File: src/rtl/hsrs_pkg.sv
// Shared types, codes and constants of the humidity sensor readout sequencer.
package hsrs_pkg;

    // Field widths of the input and result beats.
    localparam int ACTION_W   = 2;
    localparam int RDATA_W    = 48;
    localparam int KIND_W     = 2;
    localparam int ADDR_W     = 7;
    localparam int TX_W       = 24;
    localparam int COUNT_W    = 3;
    localparam int TEMP_W     = 12;
    localparam int HUM_W      = 7;
    localparam int WAIT_W     = 8;

    // Configuration port.
    localparam int CFG_IDX_W  = 2;
    localparam int CFG_DATA_W = 8;

    localparam logic [CFG_IDX_W-1:0] CFG_DEVICE_ADDRESS     = 2'd0;
    localparam logic [CFG_IDX_W-1:0] CFG_RESET_WAIT_MS      = 2'd1;
    localparam logic [CFG_IDX_W-1:0] CFG_INIT_WAIT_MS       = 2'd2;
    localparam logic [CFG_IDX_W-1:0] CFG_CONVERSION_WAIT_MS = 2'd3;

    localparam logic [ADDR_W-1:0] DEVICE_ADDRESS_RST     = 7'h38;
    localparam logic [WAIT_W-1:0] RESET_WAIT_MS_RST      = 8'd20;
    localparam logic [WAIT_W-1:0] INIT_WAIT_MS_RST       = 8'd10;
    localparam logic [WAIT_W-1:0] CONVERSION_WAIT_MS_RST = 8'd80;

    // Input action codes.
    localparam logic [ACTION_W-1:0] ACT_START = 2'd0;
    localparam logic [ACTION_W-1:0] ACT_TICK  = 2'd1;
    localparam logic [ACTION_W-1:0] ACT_DONE  = 2'd2;

    // Result kind codes.
    localparam logic [KIND_W-1:0] KIND_REQUEST = 2'd0;
    localparam logic [KIND_W-1:0] KIND_VALID   = 2'd1;
    localparam logic [KIND_W-1:0] KIND_FAILED  = 2'd2;

    // Sensor command words, first byte in the top byte.
    localparam logic [TX_W-1:0] CMD_INIT    = 24'hBE0800;
    localparam logic [TX_W-1:0] CMD_SRESET  = 24'hBA0000;
    localparam logic [TX_W-1:0] CMD_TRIGGER = 24'hAC3300;

    localparam logic [COUNT_W-1:0] CNT_CMD    = 3'd3;
    localparam logic [COUNT_W-1:0] CNT_SRESET = 3'd1;
    localparam logic [COUNT_W-1:0] CNT_STATUS = 3'd1;
    localparam logic [COUNT_W-1:0] CNT_DATA   = 3'd6;

    // Status byte flags.
    localparam int STATUS_CAL_BIT  = 3;
    localparam int STATUS_BUSY_BIT = 7;

    // Conversion constants.
    localparam logic [10:0] TEMP_SCALE  = 11'd2000;
    localparam logic [6:0]  HUM_SCALE   = 7'd100;
    localparam logic [TEMP_W-1:0] TEMP_OFFSET = 12'd500;
    localparam logic [HUM_W-1:0]  HUM_MAX     = 7'd100;

    // One result beat.
    typedef struct packed {
        logic [KIND_W-1:0]         kind;
        logic                      bus_read;
        logic [ADDR_W-1:0]         bus_address;
        logic [TX_W-1:0]           tx_bytes;
        logic [COUNT_W-1:0]        byte_count;
        logic signed [TEMP_W-1:0]  temperature_x10;
        logic [HUM_W-1:0]          humidity_pct;
    } t_result;

endpackage

File: src/rtl/hsrs_in_if.sv
// Input channel of the sequencer: events from the tick source and the I2C master.
interface hsrs_in_if;
    import hsrs_pkg::*;

    logic                 valid;
    logic                 ready;
    logic [ACTION_W-1:0]  action;
    logic                 transfer_ok;
    logic [RDATA_W-1:0]   read_data;

    modport source (output valid, output action, output transfer_ok, output read_data,
                    input ready);
    modport sink   (input valid, input action, input transfer_ok, input read_data,
                    output ready);
endinterface

File: src/rtl/hsrs_out_if.sv
// Result channel of the sequencer: bus requests and measurement results.
interface hsrs_out_if;
    import hsrs_pkg::*;

    logic                       valid;
    logic                       ready;
    logic [KIND_W-1:0]          kind;
    logic                       bus_read;
    logic [ADDR_W-1:0]          bus_address;
    logic [TX_W-1:0]            tx_bytes;
    logic [COUNT_W-1:0]         byte_count;
    logic signed [TEMP_W-1:0]   temperature_x10;
    logic [HUM_W-1:0]           humidity_pct;

    modport source (output valid, output kind, output bus_read, output bus_address,
                    output tx_bytes, output byte_count, output temperature_x10,
                    output humidity_pct, input ready);
    modport sink   (input valid, input kind, input bus_read, input bus_address,
                    input tx_bytes, input byte_count, input temperature_x10,
                    input humidity_pct, output ready);
endinterface

File: src/rtl/hsrs_convert.sv
// Converts the six-byte sensor frame into rounded temperature and humidity.
module hsrs_convert (
    input  logic [hsrs_pkg::RDATA_W-1:0]       i_read_data,
    output logic signed [hsrs_pkg::TEMP_W-1:0] o_temperature_x10,
    output logic [hsrs_pkg::HUM_W-1:0]         o_humidity_pct
);
    import hsrs_pkg::*;

    logic [19:0] raw_hum;
    logic [19:0] raw_temp;
    logic [30:0] temp_prod;
    logic [26:0] hum_prod;
    logic [10:0] temp_q;
    logic [6:0]  hum_q;

    // Humidity raw is bytes 1, 2 and the high nibble of byte 3; temperature the rest.
    assign raw_hum  = i_read_data[39:20];
    assign raw_temp = i_read_data[19:0];

    // Scale and round to nearest: add half an LSB of the 2^20 divisor.
    assign temp_prod = 31'(raw_temp) * 31'(TEMP_SCALE) + 31'(1 << 19);
    assign hum_prod  = 27'(raw_hum) * 27'(HUM_SCALE) + 27'(1 << 19);
    assign temp_q    = temp_prod[30:20];
    assign hum_q     = hum_prod[26:20];

    // Temperature offset of fifty degrees, humidity clamped at full scale.
    assign o_temperature_x10 = signed'({1'b0, temp_q} - TEMP_OFFSET);
    assign o_humidity_pct    = (hum_q > HUM_MAX) ? HUM_MAX : hum_q;

endmodule

File: src/rtl/humidity_sensor_readout_sequencer.sv
// Top level of the humidity sensor readout sequencer.
//
// The block drives one measurement of an I2C humidity and temperature sensor
// through an external I2C master. Beats on i_in carry a start request, a
// millisecond tick or a transfer completion with its status and read bytes.
// Beats on o_out carry either a bus transfer request for the master or the
// final result: a valid measurement or a failure.
//
// Each input beat is decoded by the phase sequencer in the cycle it is
// accepted; any result it causes is registered in the output register, or
// in the skid while the receiver stalls. One input beat is accepted every
// cycle while i_in.ready is high. The output register plus a one-beat skid
// register decouple the sides: i_in.ready drops only while the skid holds a
// beat, that is when the receiver has stalled with two results pending.
//
// Configuration writes on i_cfg_* take effect at once; the user must make
// them only while no measurement is in progress; the block does not enforce
// it. A synchronous reset returns the sequencer to idle, empties both output
// registers, restores default address and wait times, keeps i_in.ready low.
module humidity_sensor_readout_sequencer (
    input  logic                              i_clk,
    input  logic                              i_rst_n,
    input  logic                              i_cfg_we,
    input  logic [hsrs_pkg::CFG_IDX_W-1:0]    i_cfg_idx,
    input  logic [hsrs_pkg::CFG_DATA_W-1:0]   i_cfg_data,
    hsrs_in_if.sink                           i_in,
    hsrs_out_if.source                        o_out
);
    import hsrs_pkg::*;

    typedef enum logic [9:0] {
        PH_IDLE    = 10'b00_0000_0001,
        PH_INIT1   = 10'b00_0000_0010,
        PH_RESET   = 10'b00_0000_0100,
        PH_RWAIT   = 10'b00_0000_1000,
        PH_INIT2   = 10'b00_0001_0000,
        PH_IWAIT   = 10'b00_0010_0000,
        PH_STATUS  = 10'b00_0100_0000,
        PH_TRIGGER = 10'b00_1000_0000,
        PH_CWAIT   = 10'b01_0000_0000,
        PH_DATA    = 10'b10_0000_0000
    } t_phase;

    t_phase              r_phase, n_phase;
    logic [WAIT_W-1:0]   r_wait, n_wait;
    logic [ADDR_W-1:0]   r_dev_addr;
    logic [WAIT_W-1:0]   r_reset_wait;
    logic [WAIT_W-1:0]   r_init_wait;
    logic [WAIT_W-1:0]   r_conv_wait;
    logic                r_run;
    logic                r_out_valid;
    logic                r_skd_valid;
    t_result             r_out;
    t_result             r_skd;

    logic                in_accept;
    logic                out_take;
    logic                ok;
    logic [WAIT_W-1:0]   wait_dec;
    logic                res_valid;
    t_result             res;
    logic signed [TEMP_W-1:0] conv_temp;
    logic [HUM_W-1:0]         conv_hum;

    // Builds a bus request beat.
    function automatic t_result f_request(input logic rd, input logic [TX_W-1:0] tx,
                                          input logic [COUNT_W-1:0] cnt,
                                          input logic [ADDR_W-1:0] addr);
        t_result r;
        r             = '0;
        r.kind        = KIND_REQUEST;
        r.bus_read    = rd;
        r.bus_address = addr;
        r.tx_bytes    = tx;
        r.byte_count  = cnt;
        return r;
    endfunction

    // Builds a failure beat.
    function automatic t_result f_failed();
        t_result r;
        r      = '0;
        r.kind = KIND_FAILED;
        return r;
    endfunction

    // A zero wait setting counts as one tick.
    function automatic logic [WAIT_W-1:0] f_wait(input logic [WAIT_W-1:0] ticks);
        return (ticks == '0) ? WAIT_W'(1) : ticks;
    endfunction

    hsrs_convert u_convert (
        .i_read_data       (i_in.read_data),
        .o_temperature_x10 (conv_temp),
        .o_humidity_pct    (conv_hum)
    );

    assign in_accept = i_in.valid && i_in.ready;
    assign out_take  = r_out_valid && o_out.ready;
    assign ok        = i_in.transfer_ok;
    assign wait_dec  = r_wait - WAIT_W'(1);
    assign i_in.ready = r_run && !r_skd_valid;

    // Phase sequencer: one accepted input beat per cycle, at most one result.
    always_comb begin
        n_phase   = r_phase;
        n_wait    = r_wait;
        res_valid = 1'b0;
        res       = '0;
        if (in_accept) begin
            case (r_phase)
                PH_IDLE: begin
                    if (i_in.action == ACT_START) begin
                        n_phase   = PH_INIT1;
                        res_valid = 1'b1;
                        res       = f_request(1'b0, CMD_INIT, CNT_CMD, r_dev_addr);
                    end
                end
                PH_INIT1: begin
                    if (i_in.action == ACT_DONE) begin
                        if (ok) begin
                            n_phase = PH_IWAIT;
                            n_wait  = f_wait(r_init_wait);
                        end else begin
                            n_phase   = PH_RESET;
                            res_valid = 1'b1;
                            res       = f_request(1'b0, CMD_SRESET, CNT_SRESET, r_dev_addr);
                        end
                    end
                end
                PH_RESET: begin
                    // The soft reset status is not checked.
                    if (i_in.action == ACT_DONE) begin
                        n_phase = PH_RWAIT;
                        n_wait  = f_wait(r_reset_wait);
                    end
                end
                PH_RWAIT, PH_IWAIT, PH_CWAIT: begin
                    if (i_in.action == ACT_TICK) begin
                        n_wait = wait_dec;
                        if (wait_dec == '0) begin
                            res_valid = 1'b1;
                            if (r_phase == PH_RWAIT) begin
                                n_phase = PH_INIT2;
                                res     = f_request(1'b0, CMD_INIT, CNT_CMD, r_dev_addr);
                            end else if (r_phase == PH_IWAIT) begin
                                n_phase = PH_STATUS;
                                res     = f_request(1'b1, '0, CNT_STATUS, r_dev_addr);
                            end else begin
                                n_phase = PH_DATA;
                                res     = f_request(1'b1, '0, CNT_DATA, r_dev_addr);
                            end
                        end
                    end
                end
                PH_INIT2: begin
                    if (i_in.action == ACT_DONE) begin
                        if (!ok) begin
                            n_phase   = PH_IDLE;
                            res_valid = 1'b1;
                            res       = f_failed();
                        end else begin
                            n_phase = PH_IWAIT;
                            n_wait  = f_wait(r_init_wait);
                        end
                    end
                end
                PH_STATUS: begin
                    if (i_in.action == ACT_DONE) begin
                        res_valid = 1'b1;
                        if (!ok || !i_in.read_data[STATUS_CAL_BIT]) begin
                            n_phase = PH_IDLE;
                            res     = f_failed();
                        end else begin
                            n_phase = PH_TRIGGER;
                            res     = f_request(1'b0, CMD_TRIGGER, CNT_CMD, r_dev_addr);
                        end
                    end
                end
                PH_TRIGGER: begin
                    if (i_in.action == ACT_DONE) begin
                        if (!ok) begin
                            n_phase   = PH_IDLE;
                            res_valid = 1'b1;
                            res       = f_failed();
                        end else begin
                            n_phase = PH_CWAIT;
                            n_wait  = f_wait(r_conv_wait);
                        end
                    end
                end
                PH_DATA: begin
                    if (i_in.action == ACT_DONE) begin
                        res_valid = 1'b1;
                        n_phase   = PH_IDLE;
                        if (!ok || i_in.read_data[40 + STATUS_BUSY_BIT]) begin
                            res = f_failed();
                        end else begin
                            res.kind            = KIND_VALID;
                            res.temperature_x10 = conv_temp;
                            res.humidity_pct    = conv_hum;
                        end
                    end
                end
                default: begin
                    n_phase = PH_IDLE;
                end
            endcase
        end
    end

    // Sequencer state.
    always_ff @(posedge i_clk) begin
        if (!i_rst_n) begin
            r_phase <= PH_IDLE;
            r_wait  <= '0;
            r_run   <= 1'b0;
        end else begin
            r_phase <= n_phase;
            r_wait  <= n_wait;
            r_run   <= 1'b1;
        end
    end

    // Configuration registers.
    always_ff @(posedge i_clk) begin
        if (!i_rst_n) begin
            r_dev_addr   <= DEVICE_ADDRESS_RST;
            r_reset_wait <= RESET_WAIT_MS_RST;
            r_init_wait  <= INIT_WAIT_MS_RST;
            r_conv_wait  <= CONVERSION_WAIT_MS_RST;
        end else if (i_cfg_we) begin
            case (i_cfg_idx)
                CFG_DEVICE_ADDRESS:     r_dev_addr   <= i_cfg_data[ADDR_W-1:0];
                CFG_RESET_WAIT_MS:      r_reset_wait <= i_cfg_data[WAIT_W-1:0];
                CFG_INIT_WAIT_MS:       r_init_wait  <= i_cfg_data[WAIT_W-1:0];
                CFG_CONVERSION_WAIT_MS: r_conv_wait  <= i_cfg_data[WAIT_W-1:0];
                default: ;
            endcase
        end
    end

    // Output register with a one-beat skid behind it.
    always_ff @(posedge i_clk) begin
        if (!i_rst_n) begin
            r_out_valid <= 1'b0;
            r_skd_valid <= 1'b0;
        end else if (out_take || !r_out_valid) begin
            if (r_skd_valid) begin
                r_out       <= r_skd;
                r_out_valid <= 1'b1;
                r_skd_valid <= 1'b0;
            end else begin
                r_out       <= res;
                r_out_valid <= res_valid;
            end
        end else if (res_valid) begin
            r_skd       <= res;
            r_skd_valid <= 1'b1;
        end
    end

    assign o_out.valid           = r_out_valid;
    assign o_out.kind            = r_out.kind;
    assign o_out.bus_read        = r_out.bus_read;
    assign o_out.bus_address     = r_out.bus_address;
    assign o_out.tx_bytes        = r_out.tx_bytes;
    assign o_out.byte_count      = r_out.byte_count;
    assign o_out.temperature_x10 = r_out.temperature_x10;
    assign o_out.humidity_pct    = r_out.humidity_pct;

    // The skid only ever holds a beat behind an occupied output register.
    a_skid_behind_out: assert property (@(posedge i_clk) disable iff (!i_rst_n)
        r_skd_valid |-> r_out_valid)
        else $error("skid register holds a beat while the output register is empty");

    // The skid fills only when the receiver stalled a pending beat.
    a_skid_fill_on_stall: assert property (@(posedge i_clk) disable iff (!i_rst_n)
        (!r_skd_valid ##1 r_skd_valid) |-> $past(r_out_valid && !o_out.ready))
        else $error("skid register filled without a stalled output");

    // A wait phase always has ticks left to count.
    a_wait_count_live: assert property (@(posedge i_clk) disable iff (!i_rst_n)
        (r_phase == PH_RWAIT || r_phase == PH_IWAIT || r_phase == PH_CWAIT)
            |-> (r_wait != '0))
        else $error("wait phase entered with an empty tick counter");

endmodule

File: src/flat_wrapper.sv
// flat-port wrapper written by rule: the top's interface ports become plain ports
module humidity_sensor_readout_sequencer_flat import hsrs_pkg::*;
  (i_clk, i_rst_n, i_cfg_we, i_cfg_idx, i_cfg_data, i_in_valid, i_in_action, i_in_transfer_ok, i_in_read_data, i_in_ready, o_out_valid, o_out_kind, o_out_bus_read, o_out_bus_address, o_out_tx_bytes, o_out_byte_count, o_out_temperature_x10, o_out_humidity_pct, o_out_ready);
  hsrs_in_if i_in_i ();
  hsrs_out_if o_out_i ();
  input  logic i_clk;
  input  logic i_rst_n;
  input  logic i_cfg_we;
  input  logic [hsrs_pkg::CFG_IDX_W-1:0] i_cfg_idx;
  input  logic [hsrs_pkg::CFG_DATA_W-1:0] i_cfg_data;
  input wire logic [$bits(i_in_i.valid)-1:0] i_in_valid;
  input wire logic [$bits(i_in_i.action)-1:0] i_in_action;
  input wire logic [$bits(i_in_i.transfer_ok)-1:0] i_in_transfer_ok;
  input wire logic [$bits(i_in_i.read_data)-1:0] i_in_read_data;
  output wire logic [$bits(i_in_i.ready)-1:0] i_in_ready;
  output wire logic [$bits(o_out_i.valid)-1:0] o_out_valid;
  output wire logic [$bits(o_out_i.kind)-1:0] o_out_kind;
  output wire logic [$bits(o_out_i.bus_read)-1:0] o_out_bus_read;
  output wire logic [$bits(o_out_i.bus_address)-1:0] o_out_bus_address;
  output wire logic [$bits(o_out_i.tx_bytes)-1:0] o_out_tx_bytes;
  output wire logic [$bits(o_out_i.byte_count)-1:0] o_out_byte_count;
  output wire logic [$bits(o_out_i.temperature_x10)-1:0] o_out_temperature_x10;
  output wire logic [$bits(o_out_i.humidity_pct)-1:0] o_out_humidity_pct;
  input wire logic [$bits(o_out_i.ready)-1:0] o_out_ready;
  assign i_in_i.valid = i_in_valid;
  assign i_in_i.action = i_in_action;
  assign i_in_i.transfer_ok = i_in_transfer_ok;
  assign i_in_i.read_data = i_in_read_data;
  assign i_in_ready = i_in_i.ready;
  assign o_out_valid = o_out_i.valid;
  assign o_out_kind = o_out_i.kind;
  assign o_out_bus_read = o_out_i.bus_read;
  assign o_out_bus_address = o_out_i.bus_address;
  assign o_out_tx_bytes = o_out_i.tx_bytes;
  assign o_out_byte_count = o_out_i.byte_count;
  assign o_out_temperature_x10 = o_out_i.temperature_x10;
  assign o_out_humidity_pct = o_out_i.humidity_pct;
  assign o_out_i.ready = o_out_ready;
  humidity_sensor_readout_sequencer u_core (.i_clk(i_clk), .i_rst_n(i_rst_n), .i_cfg_we(i_cfg_we), .i_cfg_idx(i_cfg_idx), .i_cfg_data(i_cfg_data), .i_in(i_in_i), .o_out(o_out_i));
endmodule
File: config.mk
export PLATFORM = sky130hd
export DESIGN_NAME = humidity_sensor_readout_sequencer_flat
export DESIGN_NICKNAME = d
export VERILOG_FILES = /design/src/rtl/hsrs_pkg.sv /design/src/rtl/hsrs_in_if.sv /design/src/rtl/hsrs_out_if.sv /design/src/rtl/hsrs_convert.sv /design/src/rtl/humidity_sensor_readout_sequencer.sv /design/src/flat_wrapper.sv
export SDC_FILE = /design/constraint.sdc
export NUM_CORES = 1
export LEC_CHECK = 0
export CELL_PAD_IN_SITES_DETAIL_PLACEMENT = 1
export CELL_PAD_IN_SITES_GLOBAL_PLACEMENT = 2
export CORE_MARGIN = 8
export CORE_UTILIZATION = 41
export CTS_CLUSTER_DIAMETER = 50
export CTS_CLUSTER_SIZE = 16
export DETAILED_ROUTE_END_ITERATION = 7
export DONT_BUFFER_PORTS = 1
export PLACE_DENSITY_LB_ADDON = 0.05
export SYNTH_ARGS = -nofsm -noshare
export SYNTH_HDL_FRONTEND = slang
export SYNTH_SLANG_ARGS = --single-unit
File: constraint.sdc
create_clock -name i_clk -period 7.5 [get_ports i_clk]
set_input_delay 1.125 -clock i_clk [delete_from_list [all_inputs] [get_ports i_clk]]
set_output_delay 1.125 -clock i_clk [all_outputs]
set_load 0.005 [all_outputs]
==> impl_metrics.tcl, run 1 <==
set metrics [dict create \
    maxSlewHeadroom 0.3623 \
    ctsRootBufferMaster "clkbuf_16" \
    critical_path_required_ns 7.66 \
    critPathLaunch "i_in_read_data[10]" \
    grt_first_pass_wirelength_um 47780 \
    setup_violations 0 \
    report.final.slew_viol_count 0 \
    drc 0 \
    core_sq_um 28390 \
    timing.final.crit_period_ns 6.778 \
    grt_use_total 0.1736 \
    syn_area_sq_um 11700 \
    p_per_area_nw_per_um2 367.9 \
    cts.sinks 126 \
    first_global_vias 9357 \
    viasPerCell 5.306 \
    rsz0062_at_grt "false" \
    grt_use_met1 0.2262 \
    synth_edf_count 74 \
    routed-via-count 8750 \
    cts.repair.resized 0 \
    num_rows 62 \
    final_cell_area_sq_um 12590 \
    busiest_layer "met2" \
    syn_avg_cell_area_sq_um 9.279 \
    ir_drop_mv 0.1923 \
    post-synth-top-area-cell "edfxtp_1" \
    grt_max_degree 42 \
    clk_latency_ns 0.42 \
    critPathCaptureType "register" \
    r2r-start "u_core.r_phase[5]$_SDFFE_PN0P_" \
    start_util 0.4121 \
    p_leak_nw 5.898 \
    fillers 3313 \
    gp_congestion 0.8100 \
    hold_buffers 0 \
    yosysUniqueCellTypes 88 \
    syn_to_final_growth_pct 7.602 \
    post-dp-hpwl_um 23430 \
    synth.most_common_cell "inv_1" \
    clock_skew_ns 0.01115 \
    layout-drive-gt1-share 0.06324 \
    dr.pass1.iters 4 \
    die_h_um 184.9 \
    cts_made_buffers 17 \
    routedWlPerCell_um 17.37 \
    worstSetupPathType "in2reg" \
    ys.warnings.count 0 \
    rrSetupSlack_ns 3.91 \
    placed_area_sq_um 12020 \
    htreeDepth 4 \
    synth_flop_cell "edfxtp_1" \
    syn_inst 1261 \
    fin_ws_ns 0.7216 \
    diodes 0 \
    cts_buffer_depth 2 \
    use_met3 0.02589 \
    crit_end "u_core.o_out.temperature_x10[10]$_DFFE_PP_" \
    fin_crit_sh 0.9038 \
    synthTopCellsByArea "edfxtp_1, fa_1, ha_1, dfxtp_1, inv_1" \
    min_path_type "reg2reg" \
    synth.top_cell.area_share 0.1899 \
    fin_nets 1527 \
    crit_fanout 9 \
    drtIter0Drc 300 \
    worst_slew_pin_slew_ns 0.9566 \
    grt_antenna_before_repair 0 \
    r2r-end "u_core.r_skd[7]$_DFFE_PP_" \
    reg2reg_depth 9 \
    cts_tree "built" \
    cap_violations 0 \
    p_total_w 0.004632 \
    status "complete, no violations" \
    die_x_um 184.9 \
    arrival_ns 6.93 \
    numPortBuffers 0 \
    die-area_sq_um 34200 \
    async_flop_share 0 \
    post_cts_buffers 0 \
    synth-seq-cells 126 \
    fmax_mhz 147.5 \
    wirelength_um 28650 \
    start_kind "input pin" \
    postRouteAntennaNets 0 \
    met2_usage 0.2987 \
    synth_common_cells "inv_1, ha_1, nand2_1" \
    tns_ns 0 \
    clk_pin_slew_worst_paths_ns 0.05 \
    report.final.hold_viol_count 0 \
    io_pins 124 \
    place_ws_ns 0.2629 \
    ys_seq_area_frac 0.2789 \
    gr-total-overflow 0 \
]
[registers in the layout, indices dropped and copies added (netlist names), 2 cells and up]
name	cells
u_core.o_out.humidity_pct	7
u_core.o_out.kind	2
u_core.o_out.temperature_x10	12
u_core.r_wait	8
u_core.r_conv_wait	8
u_core.r_init_wait	8
u_core.o_out.byte_count	3
u_core.r_reset_wait	8
u_core.o_out.bus_address	7
u_core.r_phase	10
u_core.r_dev_addr	7
u_core.o_out.tx_bytes	5
u_core.r_skd	37
[area by class of cell]
| type | instances | area [sq um] | area share |
|---|---|---|---|
| clock buffer | 23 | 447.9 | 0.03558 |
| clock inverter | 9 | 120.1 | 0.009540 |
| inverter | 192 | 720.7 | 0.05724 |
| multi-input combinational | 901 | 7453 | 0.5920 |
| sequential | 126 | 3263 | 0.2592 |
| tap | 384 | 480.5 | 0.03816 |
| timing repair buffer | 14 | 105.1 | 0.008347 |
[worst max-delay path, stage by stage]
cell     delay [ns]
inv_1          0.21
fa_1           0.49
fa_1           0.54
fa_1           0.45
fa_1           0.51
inv_1          0.04
ha_1           0.40
a21oi_1        0.25
o21ai_0        0.24
or4_1          0.55
nand4_1        0.18
inv_1          0.13
ha_1           0.28
nand3_1        0.11
xor2_1         0.19
ha_1           0.24
nor3_1         0.07
a22oi_1        0.30
a41oi_1        0.13
a21oi_2        0.17
xor2_1         0.25
o21ai_1        0.08
[logic make-up after synthesis]
group           after synthesis  share of synthesized area
mux                          26                    0.02267
xor+xnor                     45                    0.03368
other cells                   1                  0.0003205
compound gates              239                     0.1408
flops                       126                     0.2789
fa+ha+maj                   209                     0.2767
buf+inv                     246                    0.08853
simple gates                369                     0.1584
[cells in the final DEF, fill, tap and decap left out, drive strengths merged, types with 12 or more instances in the layout]
cell type / netlist / routed
inv: 191 / 191
nor3: 26 / 26
fa: 83 / 83
xnor2: 24 / 24
nor4: 14 / 14
dfxtp: 52 / 52
nand4: 14 / 14
a21o: 42 / 42
nand3: 29 / 29
and2: 20 / 20
xor2: 21 / 21
conb: 1 / 13
mux2i: 22 / 22
a21oi: 63 / 63
a211oi: 12 / 12
nand2: 118 / 118
and3: 19 / 19
buf: 30 / 14
edfxtp: 74 / 74
nor2: 75 / 75
o21ai: 46 / 46
ha: 126 / 126
clkbuf: 24 / 23
[routing by layer]
metal,vias to the layer above,part of all wire
li1,4301,-
met3,19,0.032
met5,-,0
met1,4312,0.48
met4,0,0.011
met2,118,0.48
[metrics by stage]
stage / util / std cells / hold WS [ns]
final: 0.4435 / 1649 / 0.4555
after floorplan: - / 1273 / 0.4327
after global routing: 0.4435 / 1649 / 0.4800
after global placement: 0.4235 / 1617 / 0.4431
after detailed placement: 0.4235 / 1617 / 0.4516
after CTS: 0.4435 / 1649 / 0.4588
[how the worst min path moves through the flow]
stage                                                   from                                 end  slack (ns)  cells past startpoint
final                     u_core.r_conv_wait[0]$_SDFFE_PN0P_  u_core.r_conv_wait[0]$_SDFFE_PN0P_        0.46                      2
after global routing      u_core.r_conv_wait[0]$_SDFFE_PN0P_  u_core.r_conv_wait[0]$_SDFFE_PN0P_        0.48                      2
after CTS                 u_core.r_conv_wait[0]$_SDFFE_PN0P_  u_core.r_conv_wait[0]$_SDFFE_PN0P_        0.46                      2
after detailed placement   u_core.r_dev_addr[5]$_SDFFE_PN1P_   u_core.r_dev_addr[5]$_SDFFE_PN1P_        0.45                      2
after global placement    u_core.r_conv_wait[0]$_SDFFE_PN0P_  u_core.r_conv_wait[0]$_SDFFE_PN0P_        0.44                      2
after floorplan            u_core.r_dev_addr[3]$_SDFFE_PN1P_   u_core.r_dev_addr[3]$_SDFFE_PN1P_        0.43                      2
[report_power, final]
group          leakage [nW]  switching [W]  total, W  internal [W]
Combinational          4.40        0.00188   0.00307       0.00119
Sequential             1.22      0.0000141  0.000759      0.000745
Clock                 0.274       0.000288  0.000806      0.000518
Total                  5.90        0.00218   0.00463       0.00245
(Power assumes the default switching activity.)
==> run 2: changes to the inputs <==
Settings changed: BUFFER_PORTS_ARGS from default to -buffer_cell sky130_fd_sc_hd__buf_2, CORE_UTILIZATION 41 to 38, DONT_BUFFER_PORTS 1 to default.
==> impl_metrics.tcl, run 2 (synthesis results as in run 1) <==
set metrics [dict create \
    layout_common_cells "inv_1, ha_1, nand2_1" \
    gp_congestion 0.7817 \
    grt_antenna_before_repair 0 \
    report.final.slew_viol_count 0 \
    grt_first_pass_wirelength_um 50120 \
    fin_nets 1630 \
    p_int_w 0.002566 \
    routedWlPerCell_um 17.00 \
    dr.pass1.iters 7 \
    wirelength_um 29980 \
    start_util 0.3845 \
    p_leak_nw 6.369 \
    die_x_um 191.5 \
    hold_buffers 0 \
    drc 0 \
    setup_violations 0 \
    ir_drop_mv 0.2427 \
    io_pins 124 \
    layout-drive-gt1-share 0.1374 \
    timing.final.crit_period_ns 6.857 \
    fmax_mhz 145.8 \
    clock_skew_ns 0.009631 \
    mostFrequentLayoutCell "inv_1" \
    met1_length_um 14520 \
    start_kind "input pin" \
    critPathCaptureType "register" \
    first_global_vias 9782 \
    routed-via-count 9107 \
    met3_length_um 893 \
    cts_made_buffers 17 \
    whs_ns 0.4658 \
    regMostFlops "u_core.r_skd" \
    rrSetupSlack_ns 3.84 \
    rsz0062_at_grt "false" \
    fin_crit_sh 0.9142 \
    core_sq_um 30430 \
    report.final.hold_viol_count 0 \
    ctsRootBufferMaster "clkbuf_16" \
    critical_path_required_ns 7.65 \
    cap_violations 0 \
    grt_use_total 0.1678 \
    p_per_area_nw_per_um2 363.1 \
    clock_power_share 0.189 \
    worst_slew_pin_slew_ns 0.9413 \
    clk_pin_slew_worst_paths_ns 0.06 \
    status "complete, no violations" \
    die-area_sq_um 36660 \
    diodes 0 \
    drtIter0Drc 397 \
    cts.sinks 126 \
    seqPwrFrac 0.158 \
    grt_max_degree 42 \
    gr-total-overflow 0 \
    cts.repair.resized 0 \
    sw_frac_of_total 0.4648 \
    combinationalPowerShare 0.653 \
    numPortBuffers 103 \
    num_rows 64 \
    htreeDepth 4 \
    arrival_ns 7.01 \
    tns_ns 0 \
    worstSetupPathType "in2reg" \
    post_cts_buffers 0 \
    die_h_um 191.5 \
    wl_met2_um 14270 \
    post-dp-hpwl_um 24530 \
    cts_tree "built" \
    postRouteAntennaNets 0 \
    top_layer_used "met4" \
    switching_power_w 0.002229 \
    syn_to_final_growth_pct 12.83 \
    min_path_type "reg2reg" \
    clk_latency_ns 0.41 \
    largest_reg_flops 37 \
    crit_fanout 9 \
    viasPerCell 5.163 \
    cts_buffer_depth 2 \
    maxSlewHeadroom 0.3725 \
]
## run 2: cell count changes in the layout (fill, tap and decap cells not counted), sizes merged
cell,before,now
clkbuf,23,22
buf,14,117
bufinv,3,5
clkinv,6,5
## run 2: per-layer routing
metal / vias to the layer above / GRT usage
met4: 0 / 0.03493
met5: - / 0
li1: 4511 / -
met3: 16 / 0.01934
met2: 125 / 0.2852
met1: 4455 / 0.2268
## run 2: final cells by class
cell class | count | area (sq um)
clock inverters | 10 | 185.2
well taps | 396 | 495.5
flip-flops and latches | 126 | 3263
multi-input cells | 901 | 7453
clock buffers | 22 | 464.2
repair buffers | 117 | 620.6
inverters | 192 | 720.7
fillers | 3583 | 17230
## run 2: worst paths after layout
path	startpoint	endpoint	cells after the start
worst min register to register	u_core.r_init_wait[0]$_SDFFE_PN0P_	u_core.r_init_wait[0]$_SDFFE_PN0P_	2
worst max-delay path	i_in_read_data[10]	u_core.o_out.temperature_x10[10]$_DFFE_PP_	23
worst max register to register	u_core.r_phase[5]$_SDFFE_PN0P_	u_core.r_skd[47]$_DFFE_PP_	9
worst min-delay path	u_core.r_init_wait[0]$_SDFFE_PN0P_	u_core.r_init_wait[0]$_SDFFE_PN0P_	2
## run 2: critical path, stage by stage
cell	delay [ns]
buf_2	0.12
inv_1	0.23
fa_1	0.49
fa_1	0.54
fa_1	0.44
fa_1	0.51
inv_1	0.04
ha_1	0.41
a21oi_1	0.25
o21ai_0	0.23
or4_1	0.54
nand4_1	0.18
inv_1	0.12
ha_1	0.29
nand3_1	0.11
xor2_1	0.16
ha_1	0.23
nor3_1	0.07
a22oi_1	0.30
a41oi_1	0.13
a21oi_2	0.17
xor2_1	0.22
o21ai_1	0.08
## run 2: stage by stage
stage / instance area (sq um) / util / power (W) / worst slack, ns / instances
finish: 13200 / 0.4339 / 0.004795 / 0.6433 / 1764
global placement: 12550 / 0.4125 / 0.003888 / 0.2502 / 1732
floorplan: 11750 / - / 0.003165 / 0.8092 / 1273
CTS: 13200 / 0.4339 / 0.004853 / 0.6070 / 1764
global route: 13200 / 0.4339 / 0.005274 / 0.2549 / 1764
detailed placement: 12550 / 0.4125 / 0.003928 / 0.1561 / 1732
## run 2: power groups by stage
stage                     combinational (W)  sequential (W)  clock [W]
after floorplan                     0.00240        0.000766          0
after global routing                0.00356        0.000757   0.000953
final                               0.00313        0.000756   0.000906
after detailed placement            0.00316        0.000770          0
after CTS                           0.00318        0.000756   0.000921
after global placement              0.00312        0.000770          0
